**config.mk**
```make
export PLATFORM = sky130hd
export DESIGN_NAME = access_rights_table
export DESIGN_NICKNAME = d
export VERILOG_FILES = /design/src/design/art_pkg.sv /design/src/design/art_ctrl.sv /design/src/design/art_dp.sv /design/src/design/access_rights_table.sv
export VERILOG_INCLUDE_DIRS = /design/src /design/src/design
export SDC_FILE = /design/constraint.sdc
export NUM_CORES = 1
export LEC_CHECK = 0
export BUFFER_PORTS_ARGS = -buffer_cell sky130_fd_sc_hd__buf_4
export CORE_MARGIN = 3
export CORE_UTILIZATION = 40
export CTS_BUF_LIST = sky130_fd_sc_hd__clkbuf_4
export DETAILED_ROUTE_END_ITERATION = 10
export SETUP_SLACK_MARGIN = 0.5
export SLEW_MARGIN = 15
export SYNTH_ARGS = -nofsm -noshare
export SYNTH_HDL_FRONTEND = slang
export SYNTH_SLANG_ARGS = --single-unit
```
**constraint.sdc**
```tcl
create_clock -name clk -period 2.62 [get_ports clk]
set_input_delay 0.131 -clock clk [delete_from_list [all_inputs] [get_ports clk]]
set_output_delay 0.131 -clock clk [all_outputs]
set_load 0.1 [all_outputs]
```
**src/design/assert_macros.svh**
```systemverilog
// Assertion macros shared by the access rights table modules.
// Each macro expects a clock and a synchronous active-high reset to be passed in.
`ifndef ASSERT_MACROS_SVH
`define ASSERT_MACROS_SVH

// Check a property on every rising clock edge, skipped while reset is high.
`define AST_PROP(lbl, clk_s, rst_s, prop, msg) \
  lbl: assert property (@(posedge clk_s) disable iff (rst_s) prop) else $error(msg);

// Check that a condition never holds outside reset.
`define AST_NEVER(lbl, clk_s, rst_s, cond, msg) \
  `AST_PROP(lbl, clk_s, rst_s, !(cond), msg)

`endif

```
**src/design/art_pkg.sv**
```systemverilog
// Shared types for the access rights table: state codes, function codes and
// the command and status bundles between controller and datapath. No dependencies.
`timescale 1ns / 1ps

package art_pkg;

  // Item function codes
  localparam logic FUNC_UPDATE = 1'b0;
  localparam logic FUNC_QUERY  = 1'b1;

  typedef enum logic [1:0] {
    ST_IDLE,
    ST_SCAN,
    ST_RESP
  } state_t;

  // Controller to datapath
  typedef struct packed {
    logic load;      // capture the incoming item, restart the scan
    logic scan;      // issue the next entry read and advance the compare stage
    logic wr_match;  // overwrite rights of the matching entry
    logic wr_new;    // insert identifier and rights into the free slot
    logic finish;    // capture the result fields
    logic full;      // result status: table full
    logic grant;     // result granted
  } cmd_t;

  // Datapath to controller
  typedef struct packed {
    logic is_query;  // captured item is a query
    logic match;     // compared entry is valid and holds the identifier
    logic last;      // compared entry is the last slot
    logic overlap;   // compared entry rights share a bit with the mask
    logic has_free;  // an empty slot has been seen up to and including this entry
  } stat_t;

endpackage

```
**src/design/art_ctrl.sv**
```systemverilog
// Controller state machine of the access rights table.
// Depends on art_pkg and assert_macros.svh.
`timescale 1ns / 1ps
`include "assert_macros.svh"

module art_ctrl (
  input  logic           clk,
  input  logic           rst,
  input  logic           in_valid,
  output logic           in_ready,
  output logic           out_valid,
  input  logic           out_ready,
  input  art_pkg::stat_t stat,
  output art_pkg::cmd_t  cmd
);

  art_pkg::state_t state, state_next;

  always_ff @(posedge clk) begin
    if (rst) begin
      state <= art_pkg::ST_IDLE;
    end else begin
      state <= state_next;
    end
  end

  always_comb begin
    state_next = state;
    cmd        = '0;
    in_ready   = 1'b0;
    out_valid  = 1'b0;
    unique case (state)
      art_pkg::ST_IDLE: begin
        in_ready = 1'b1;
        if (in_valid) begin
          cmd.load   = 1'b1;
          state_next = art_pkg::ST_SCAN;
        end
      end
      art_pkg::ST_SCAN: begin
        cmd.scan = 1'b1;
        priority if (stat.match) begin
          cmd.finish   = 1'b1;
          cmd.wr_match = !stat.is_query;
          cmd.grant    = stat.is_query && stat.overlap;
          state_next   = art_pkg::ST_RESP;
        end else if (stat.last) begin
          cmd.finish = 1'b1;
          cmd.wr_new = !stat.is_query && stat.has_free;
          cmd.full   = !stat.is_query && !stat.has_free;
          state_next = art_pkg::ST_RESP;
        end else begin
          // advance to the next slot
          state_next = art_pkg::ST_SCAN;
        end
      end
      art_pkg::ST_RESP: begin
        out_valid = 1'b1;
        if (out_ready) begin
          state_next = art_pkg::ST_IDLE;
        end
      end
      default: begin
        state_next = art_pkg::ST_IDLE;
      end
    endcase
  end

  `AST_PROP(a_finish_cause, clk, rst, cmd.finish |-> (stat.match || stat.last),
            "finish without a match or end of scan")
  `AST_PROP(a_resp_after_finish, clk, rst, cmd.finish |=> out_valid,
            "result not presented after finish")
  `AST_NEVER(a_full_on_query, clk, rst, cmd.full && stat.is_query,
             "table full reported for a query")

endmodule

```
**src/design/art_dp.sv**
```systemverilog
// Datapath of the access rights table: item registers, key and rights memories,
// valid bits, scan counter, compare stage and result registers. Depends on art_pkg.
`timescale 1ns / 1ps
`include "assert_macros.svh"

module art_dp #(
  parameter int ENTRIES = 16
) (
  input  logic           clk,
  input  logic           rst,
  input  logic           func,
  input  logic [15:0]    ident,
  input  logic [7:0]     mode,
  input  logic [7:0]     auth_mask,
  input  art_pkg::cmd_t  cmd,
  output art_pkg::stat_t stat,
  output logic           status,
  output logic           granted
);

  localparam int IW = (ENTRIES > 1) ? $clog2(ENTRIES) : 1;
  localparam int CW = $clog2(ENTRIES + 1);

  // Captured item
  logic        func_r;
  logic [15:0] ident_r;
  logic [7:0]  mode_r;
  logic [7:0]  mask_r;

  // Table storage
  logic [15:0]        mem_key    [ENTRIES];
  logic [7:0]         mem_rights [ENTRIES];
  logic [ENTRIES-1:0] entry_valid;

  // Scan pipeline
  logic [CW-1:0] rd_addr;
  logic          rd_issue;
  logic [15:0]   key_q;
  logic [7:0]    rights_q;
  logic          vld_q;
  logic          cmp_vld;
  logic [IW-1:0] cmp_idx;
  logic          free_found;
  logic [IW-1:0] free_idx;
  logic [IW-1:0] new_idx;
  logic [IW-1:0] wr_idx;

  assign rd_issue = cmd.scan && (rd_addr < CW'(ENTRIES));
  assign new_idx  = free_found ? free_idx : cmp_idx;
  assign wr_idx   = cmd.wr_new ? new_idx : cmp_idx;

  always_ff @(posedge clk) begin
    if (cmd.load) begin
      func_r  <= func;
      ident_r <= ident;
      mode_r  <= mode;
      mask_r  <= auth_mask;
    end
  end

  // Memory read, registered
  always_ff @(posedge clk) begin
    if (rd_issue) begin
      key_q    <= mem_key[rd_addr[IW-1:0]];
      rights_q <= mem_rights[rd_addr[IW-1:0]];
      vld_q    <= entry_valid[rd_addr[IW-1:0]];
      cmp_idx  <= rd_addr[IW-1:0];
    end
  end

  // Memory write
  always_ff @(posedge clk) begin
    if (cmd.wr_new) begin
      mem_key[wr_idx] <= ident_r;
    end
    if (cmd.wr_new || cmd.wr_match) begin
      mem_rights[wr_idx] <= mode_r;
    end
  end

  always_ff @(posedge clk) begin
    if (rst) begin
      entry_valid <= '0;
    end else if (cmd.wr_new) begin
      entry_valid[new_idx] <= 1'b1;
    end
  end

  always_ff @(posedge clk) begin
    if (rst) begin
      rd_addr    <= '0;
      cmp_vld    <= 1'b0;
      free_found <= 1'b0;
    end else if (cmd.load) begin
      rd_addr    <= '0;
      cmp_vld    <= 1'b0;
      free_found <= 1'b0;
    end else if (cmd.scan) begin
      cmp_vld <= rd_issue;
      if (rd_issue) begin
        rd_addr <= rd_addr + CW'(1);
      end
      if (cmp_vld && !vld_q && !free_found) begin
        free_found <= 1'b1;
      end
    end
  end

  always_ff @(posedge clk) begin
    if (cmd.scan && cmp_vld && !vld_q && !free_found) begin
      free_idx <= cmp_idx;
    end
  end

  always_comb begin
    stat.is_query = (func_r == art_pkg::FUNC_QUERY);
    stat.match    = cmp_vld && vld_q && (key_q == ident_r);
    stat.last     = cmp_vld && (cmp_idx == IW'(ENTRIES - 1));
    stat.overlap  = (rights_q & mask_r) != 8'd0;
    stat.has_free = free_found || (cmp_vld && !vld_q);
  end

  always_ff @(posedge clk) begin
    if (cmd.finish) begin
      status  <= cmd.full;
      granted <= cmd.grant;
    end
  end

  `AST_PROP(a_insert_needs_free, clk, rst, cmd.wr_new |-> stat.has_free,
            "insert without an empty slot")
  `AST_PROP(a_insert_grows, clk, rst,
            cmd.wr_new |=> $countones(entry_valid) == $past($countones(entry_valid)) + 1,
            "insert did not occupy a new slot")
  `AST_NEVER(a_one_write, clk, rst, cmd.wr_new && cmd.wr_match,
             "insert and overwrite in the same cycle")

endmodule

```
**src/design/access_rights_table.sv**
```systemverilog
// Top level of the access rights table: joins the controller and the datapath.
// Depends on art_pkg, art_ctrl and art_dp.
`timescale 1ns / 1ps
//
// Associative table of identifier to rights entries, ENTRIES slots.
// Input channel (in_valid/in_ready) carries one item per transaction:
//   func = 0 updates the rights of ident to mode, inserting ident into the
//   lowest empty slot if no valid entry holds it; func = 1 queries whether
//   the entry for ident shares any bit with auth_mask.
// Output channel (out_valid/out_ready) returns one transaction per item:
//   status = 1 when an update found the table full (nothing stored),
//   granted = 1 when a query match overlaps auth_mask; the unused field is 0.
// Scan: the table is scanned one slot per cycle through a registered
// memory read, and the scan stops early when the identifier is found.
// Throughput: one item in flight; in_ready is high only while idle, so the
// next item is taken the cycle after the result transaction completes.
// Stall: the result holds on the output until out_ready; no new item is
// accepted meanwhile.
// Reset: rst clears the state machine and all valid marks at once; the
// table is empty and ready in the first cycle after reset.
//

module access_rights_table #(
  parameter int ENTRIES = 16
) (
  input  logic        clk,
  input  logic        rst,
  input  logic        in_valid,
  output logic        in_ready,
  input  logic        func,
  input  logic [15:0] ident,
  input  logic [7:0]  mode,
  input  logic [7:0]  auth_mask,
  output logic        out_valid,
  input  logic        out_ready,
  output logic        status,
  output logic        granted
);

  // Command and status between the two halves
  art_pkg::cmd_t  cmd;
  art_pkg::stat_t stat;

  // Sequence the scan and the handshakes
  art_ctrl u_ctrl (
    .clk       (clk),
    .rst       (rst),
    .in_valid  (in_valid),
    .in_ready  (in_ready),
    .out_valid (out_valid),
    .out_ready (out_ready),
    .stat      (stat),
    .cmd       (cmd)
  );

  // Hold the table, compare one slot per cycle, hold the result
  art_dp #(
    .ENTRIES (ENTRIES)
  ) u_dp (
    .clk       (clk),
    .rst       (rst),
    .func      (func),
    .ident     (ident),
    .mode      (mode),
    .auth_mask (auth_mask),
    .cmd       (cmd),
    .stat      (stat),
    .status    (status),
    .granted   (granted)
  );

endmodule

```
==> results.md, run 1 <==
- Worst-Margin Slew: 0.665 ns
- Net count of the mapped netlist: 863
- Dpl hpwl: 24400 um
- RSZ-0062 raised after global routing: true
- Setup Skew: 0.0786 ns
- Area share of the largest cell type after synthesis: 0.746
- Vias in the first global route: 10100
- Worst reg2reg startpoint: u_dp.cmp_idx[2]$_DFFE_PP_
- Drt drc: 0
- Final setup fails: 1
- HP Start: out_ready
- Post-synth top cells: 452 x edfxtp_1, 125 x mux4_2, 53 x nor2_1
- Area of the die: 48100 um^2
- DR vias: 9571
- Count leader, synth: edfxtp_1
- Starting DRC count in detailed routing: 839
- Setup TNS: -0.000303 ns
- Layout cells sized above 1: 0.442
- Row cnt: 77
- #FFs+latches synth: 477
- Htree depth: 3
- Cells taking the most area after synthesis: edfxtp_1 75%, mux4_2 15%, dfxtp_1 2.8%
- Type of the worst setup path: register to register
- Initial antenna violation count: 3
- Synth Area per Inst: 22.0 um^2
- Final ANT Viol Nets: 0
- DIE HEIGHT: 219 um
- GR Util All Layers: 0.181
- Worst Setup Slack post-DPL: -0.390 ns
- Gpl congestion: 0.765
- Worst rel slew slack: 0.555
- Critical Path Start Type: register
- Crit share post-route: 1.00
- DRT Pass-1 Iters: 5
- Area leader, netlist: edfxtp_1
- Worst-path clk slew: 0.07 ns
- Die width: 219 um
- Largest buffer count on any clock path: 3
- Overall routed net length: 43000 um
- Peak supply drop: 368 uV
- Hold Vio Cnt, Final: 0
- Leak: 7.70 nW
- Synth Instances: 825
- Status: complete, but fails checks
- Worst EP required: 3.19 ns
- Post-Syn Area: 18200 um^2
- CTS Buf Count: 121
- Worst hold path class: input port to register
- Seq/Total Area, Yosys: 0.774
- Port Buf Inserts: 40
- Crit-path max FO: 5
- Final instance area: 23600 um^2
- Max-cap violations: 0
- Clk_lat worst skew: 0.88 ns
- Ys async rst share: 0
- Placed inst area: 20200 um^2
- Wirelength per Cell: 23.1 um
- Worst setup path start: u_dp.cmp_idx[2]$_DFFE_PP_
- Global-route wire length before repair: 63000 um
- Min Tclk post-route: 2.62 ns
- CTS tree: done
- Yosys warning total: 0
- Pwr dens: 652 nW/um^2
- Yosys cell types: 48
- Starting Density: 0.408
- Clock Sinks: 477
- Remaining global-route overflow: 0
- Placeable Area: 44600 um^2
- Fmax: 382 MHz
- Root Driver: clkbuf_4
- IO Count: 41
- Ys flop type: edfxtp_1
- Endpoint class of the critical path: register
- EDFF count, synth: 452
- Vias/cell: 5.13
- Largest net degree at the start of global routing: 74
- Fin nets: 1210
- Crit path DAT: 3.19 ns
- Failing checks: setup timing
- Area Growth Syn to Fin: 29.7%
- Slew Limit Fails: 0
- Final WS setup: -0.000303 ns
## through the flow
stage,std cells,power (mW),utilization,hold WS [ns]
after floorplan,825,9.00,-,0.230
after global placement,1514,9.32,0.453,0.309
after detailed placement,1514,9.33,0.453,0.310
after CTS,1838,15.5,0.518,0.126
after global routing,1863,16.1,0.529,0.151
final,1864,15.4,0.529,0.184
## critical path: stages, from the launching register on
cell and delay (ns):
edfxtp_1 0.38, nand3_2 0.09, or2_1 0.26, or3_4 0.37
o21bai_4 0.22, buf_4 0.15, buf_6 0.11, or2_4 0.25
buf_6 0.12, nor2_4 0.21, clkbuf_16 0.20
## routing by layer
layer | part of all wire | up-vias | global-route usage | wire length, um
met3 | 0.056 | 52 | 0.0402 | 2390
met4 | 0.019 | 0 | 0.0596 | 797
li1 | - | 4229 | - | -
met2 | 0.48 | 280 | 0.284 | 20700
met5 | 0 | - | 0 | 0
met1 | 0.45 | 5010 | 0.255 | 19100
## kinds of logic (layout without fill, tap and decap cells)
kind of cell             after synthesis  in the layout  synth area share
flip-flops                           477            477             0.774
adder cells (fa/ha/maj)                1              1          0.000688
XOR/XNOR                              19             19           0.00915
buffers and inverters                 44            485            0.0102
multiplexers                         129            129             0.157
AO/OA/AOI/OAI                         43             43            0.0177
other                                  0              6                 0
AND/OR/NAND/NOR                      112            112            0.0312
## final cells by class
| type | count | area (um^2) |
|---|---|---|
| Clock inverter | 52 | 278 |
| Sequential cell | 477 | 14100 |
| Antenna cell | 6 | 15.0 |
| Multi-Input combinational cell | 304 | 4290 |
| Timing Repair Buffer | 258 | 2900 |
| Tap cell | 592 | 741 |
| Fill cell | 3494 | 21000 |
| Clock buffer | 165 | 1240 |
| Inverter | 10 | 42.5 |
## sequential cells by signal, summed over array words and instances, names as in the netlist
signal	flops
u_dp.entry_valid	16
u_dp.func_r	1
u_dp.ident_r	16
u_dp.mem_rights	128
u_dp.mask_r	8
u_dp.free_found	1
u_dp.free_idx	4
u_dp.key_q	16
u_dp.mode_r	8
u_dp.vld_q	1
u_dp.granted	1
u_dp.rd_addr	5
u_dp.mem_key	256
u_dp.cmp_vld	1
u_dp.rights_q	8
u_dp.cmp_idx	4
u_dp.status	1
u_ctrl.state	2
## final timing paths
check / to / slack (ns) / cells after the start
worst min-delay path: u_ctrl.state[1]$_SDFFE_PP0P_ / 0.18 / 5
worst max-delay path: u_dp.mem_key[4][12]$_DFFE_PP_ / -0.0003 / 10
worst max register to register: u_dp.mem_key[4][12]$_DFFE_PP_ / -0.0003 / 10
worst min register to register: u_dp.entry_valid[14]$_SDFFE_PP0P_ / 0.46 / 1
## placed cells by master (no fill, tap or decap), drive strengths merged, types with 3 or more instances in the layout
master       synthesis  final
edfxtp             452    452
buf                 16    182
clkbuf              18    172
mux4               125    125
dlygate4sd3          0     69
nor2                54     54
clkinv               0     46
dfxtp               25     25
xor2                14     14
inv                 10     14
nor3                14     14
o21a                13     13
nand2               11     11
a21oi                9      9
diode                0      6
or2                  6      6
xnor2                5      5
nand2b               4      4
a31oi                4      4
a22oi                4      4
or3                  4      4
nand4                3      3
mux2i                3      3
nor4                 3      3
o22a                 3      3
## what timing repair did
item | CTS | global route
resized for setup | 34 | 42
endpoints found under the hold margin | 64 | 0
pin swaps | 25 | 27
gates cloned | 0 | 7
setup buffers | 38 | 13
setup endpoints to repair | 415 | 416
hold buffers | 69 | 0
## power by group
| group | internal [mW] | total, mW | switching, mW |
|---|---|---|---|
| logic | 0.398 | 0.784 | 0.386 |
| registers | 8.42 | 8.50 | 0.0744 |
| clock network | 3.13 | 6.10 | 2.97 |
| total | 12.0 | 15.4 | 3.43 |
Power figures use the tool's default switching activity.
==> inputs of run 2 (changes only) <==
- CORE_UTILIZATION: 40 -> 45
==> run 2 against run 1 <==
The run still ends with setup timing left. Global-route usage grew 1.5 points. First-iteration DRC count grew 4.3%. Die area shrank 11%. Final cell count shrank 4.5%. Critical path type unchanged. Highest routed layer unchanged.
==> results.md, run 2 (synthesis gave the netlist of run 1 again) <==
- Worst reg2reg startpoint: u_dp.key_q[6]$_DFFE_PP_
- Combinational power share: 0.050 (about the same)
- Max-cap violations: 0 (unchanged)
- Type of the worst setup path: register to register
- Final Non-Filler Cells: 1780 (-4.5%)
- Area of the die: 42900 um^2 (-11%)
- Global-route wire length before repair: 63100 um (+0.15%)
- Final Util: 0.590 (+0.0613)
- CTS Buf Count: 118 (-2.5%)
- Failing checks: setup timing
- Worst-path cell chain: xor2_1 -> buf_4 -> nor4_4 -> buf_4 -> nand4_1 -> buf_4 -> o21bai_4 -> buf_6 -> buf_4 -> or2_4 -> buf_12 -> nor2_4 -> buf_12
- Crit share post-route: 1.02 (+0.0247)
- Fmax: 372 MHz (-2.4%)
- Clock Sinks: 477 (unchanged)
- Worst rel slew slack: 0.477 (-0.0774)
- Setup TNS: -3.88 ns (-3.88 ns)
- Biggest regs: u_dp.mem_key (256), u_dp.mem_rights (128)
- Worst r2r path cells: 13 (+3)
- Dpl hpwl: 24300 um (-0.40%)
- Gpl congestion: 0.792 (+3.5%)
- Leak: 7.72 nW (+0.36%)
- Met1 wire length: 19200 um (+0.11%)
- GR Util All Layers: 0.196 (+0.0150)
- Root Driver: clkbuf_4
- Biggest register: u_dp.mem_key
- CP max-delay cell: edfxtp_1
- Layout cells sized above 1: 0.459 (+0.0170)
- Worst Setup Slack post-DPL: -0.626 ns (-0.236 ns)
- Final WS setup: -0.0650 ns (-0.0647 ns)
- Row cnt: 73 (-5.2%)
- Hold path endpoint: u_dp.ident_r[15]$_DFFE_PP_
- Largest buffer count on any clock path: 3 (unchanged)
- Sw power: 3.27 mW (-4.5%)
- Starting Density: 0.457 (+0.0490)
- Vias/cell: 5.40 (+5.1%)
- # placed instances: 1449 (-4.3%)
- R2r endpoint: u_dp.mem_key[7][8]$_DFFE_PP_
- Vias in the first global route: 10100 (+0.20%)
- Worst-path clk slew: 0.06 ns (about the same)
- Initial antenna violation count: 2 (-1)
- Top Metal Used: met4
- Worst Hold Depth: 2 (-3)
- Fin nets: 1212 (+0.17%)
- Final ANT Viol Nets: 0 (unchanged)
- Setup slack, reg-to-reg: -0.06 ns (-0.06 ns)
- Worst-Margin Slew: 0.780 ns (+0.115 ns)
- Min Tclk post-route: 2.68 ns (+0.0647 ns)
- DR vias: 9609 (+0.40%)
- Slew Limit Fails: 0 (unchanged)
- Clk pwr share: 0.381 (-0.016)
- Worst path most repeated cell: buf_4
- Hold Vio Cnt, Final: 0 (unchanged)
- Pwr dens: 636 nW/um^2 (-2.4%)
- Setup Skew: 0.0810 ns (+0.00240 ns)
- Met2 wire length: 19400 um (-6.1%)
- DIE HEIGHT: 207 um (-5.6%)
- Sw frac: 0.219 (-0.00397)
- Overall routed net length: 42100 um (-1.9%)
- Placeable Area: 39800 um^2 (-11%)
- Critical Path Start Type: register
- Worst EP required: 3.16 ns (-0.03 ns)
- HP Start: ident[15]
- DRT Pass-1 Iters: 7 (+2)
- Commonest non-fill, non-tap cell in the layout: edfxtp_1
- Peak supply drop: 397 uV (+7.9%)
- Largest net degree at the start of global routing: 40 (-46%)
- Sequential share of power: 0.568 (+0.016)
- Starting DRC count in detailed routing: 875 (+4.3%)
- CP max stage delay: 0.39 ns (about the same)
- Hold Slack: 0.0814 ns (-0.103 ns)
- CTS tree: done
- RSZ-0062 raised after global routing: true
- Drt drc: 0 (unchanged)
- Die width: 207 um (-5.6%)
- Clk_lat worst skew: 0.83 ns (-0.05 ns)
- Port Buf Inserts: 40 (unchanged)
- Crit path DAT: 3.22 ns (+0.03 ns)
- Endpoint class of the critical path: register
- Remaining global-route overflow: 0 (unchanged)
- Most frequent cells in the layout: 452 x edfxtp_1, 165 x clkbuf_4, 125 x mux4_2, 111 x buf_4, 60 x dlygate4sd3_1
- # fillers: 2971 (-15%)
- Htree depth: 3 (unchanged)
- Worst hold path class: input port to register
- Status: complete, but fails checks
- Crit-path max FO: 8 (+3)
- Max reg flops: 256 (unchanged)
- Final setup fails: 152 (+151)
- Wirelength per Cell: 23.7 um (+2.7%)
- Area Growth Syn to Fin: 29.3%
- Met3 WL: 2960 um (+24%)
- P_int: 11.7 mW (-2.3%)
- IO Count: 41 (unchanged)
-- run 2: cell count changes in the layout (fill, tap and decap cells not counted), moves of 5 or more --
cell / change
dlygate4sd3_1: -9
buf_6: +6
clkinv_1: -17
diode_2: -5
buf_16: +5
-- run 2: power groups by stage --
| stage | Clock (mW) | Combinational, mW | Sequential, mW |
|---|---|---|---|
| after floorplan | 0 | 0.342 | 8.66 |
| after global placement | 0 | 0.629 | 8.66 |
| after detailed placement | 0 | 0.632 | 8.66 |
| after CTS | 5.92 | 0.730 | 8.50 |
| after global routing | 6.31 | 0.812 | 8.50 |
| final | 5.70 | 0.754 | 8.49 |
-- run 2: worst max path at each step --
stage	startpoint	to	slack [ns]	cells after the start
global placement	u_dp.ident_r[8]$_DFFE_PP_	u_dp.mem_rights[2][2]$_DFFE_PP_	-0.61	9
global route	u_dp.ident_r[6]$_DFFE_PP_	u_dp.mem_rights[11][0]$_DFFE_PP_	-0.13	13
finish	u_dp.key_q[6]$_DFFE_PP_	u_dp.mem_key[7][8]$_DFFE_PP_	-0.06	13
CTS	u_dp.ident_r[13]$_DFFE_PP_	u_dp.mem_key[1][9]$_DFFE_PP_	0.02	12
floorplan	u_dp.cmp_idx[3]$_DFFE_PP_	u_dp.mem_key[14][0]$_DFFE_PP_	0.05	7
detailed placement	u_dp.ident_r[8]$_DFFE_PP_	u_dp.mem_rights[15][2]$_DFFE_PP_	-0.63	9
-- run 2: timing repair --
action                                  4_1_cts  5_1_grt
endpoints found under the setup margin      423      430
hold buffers                                 60        0
resized for setup                            64       25
buffers inserted                             45       13
pin swaps                                    26       18
cloned                                        8        4
endpoints found under the hold margin        71        0
-- run 2: worst max-delay path, delay by kind of cell (launching register included) --
| family | cells | cell delay, ns |
|---|---|---|
| buffers and inverters | 7 | 1.04 |
| AND/OR/NAND/NOR | 4 | 0.62 |
| flip-flops | 1 | 0.39 |
| XOR/XNOR | 1 | 0.19 |
| AO/OA/AOI/OAI | 1 | 0.16 |
-- run 2: metal layers --
metal,vias up,track usage
li1,4219,-
met1,4995,0.294
met2,347,0.295
met3,48,0.0432
met4,0,0.0559
met5,-,0
-- run 2: metrics by stage --
step                      power, mW  area [um^2]
final                          15.0        23500
after global routing           15.6        23500
after CTS                      15.1        23200
after detailed placement       9.30        20200
after global placement         9.29        20200
after floorplan                9.00        18300
-- run 2: cell type report --
cell class                      count  area, um^2  share of cell area
Timing Repair Buffer              263        3040               0.129
Multi-Input combinational cell    304        4290               0.182
Clock buffer                      165        1240              0.0527
Antenna cell                        1        2.50            0.000106
Clock inverter                     35         153             0.00649
Inverter                           10        41.3             0.00176
Sequential cell                   477       14100               0.599
Tap cell                          525         657              0.0279
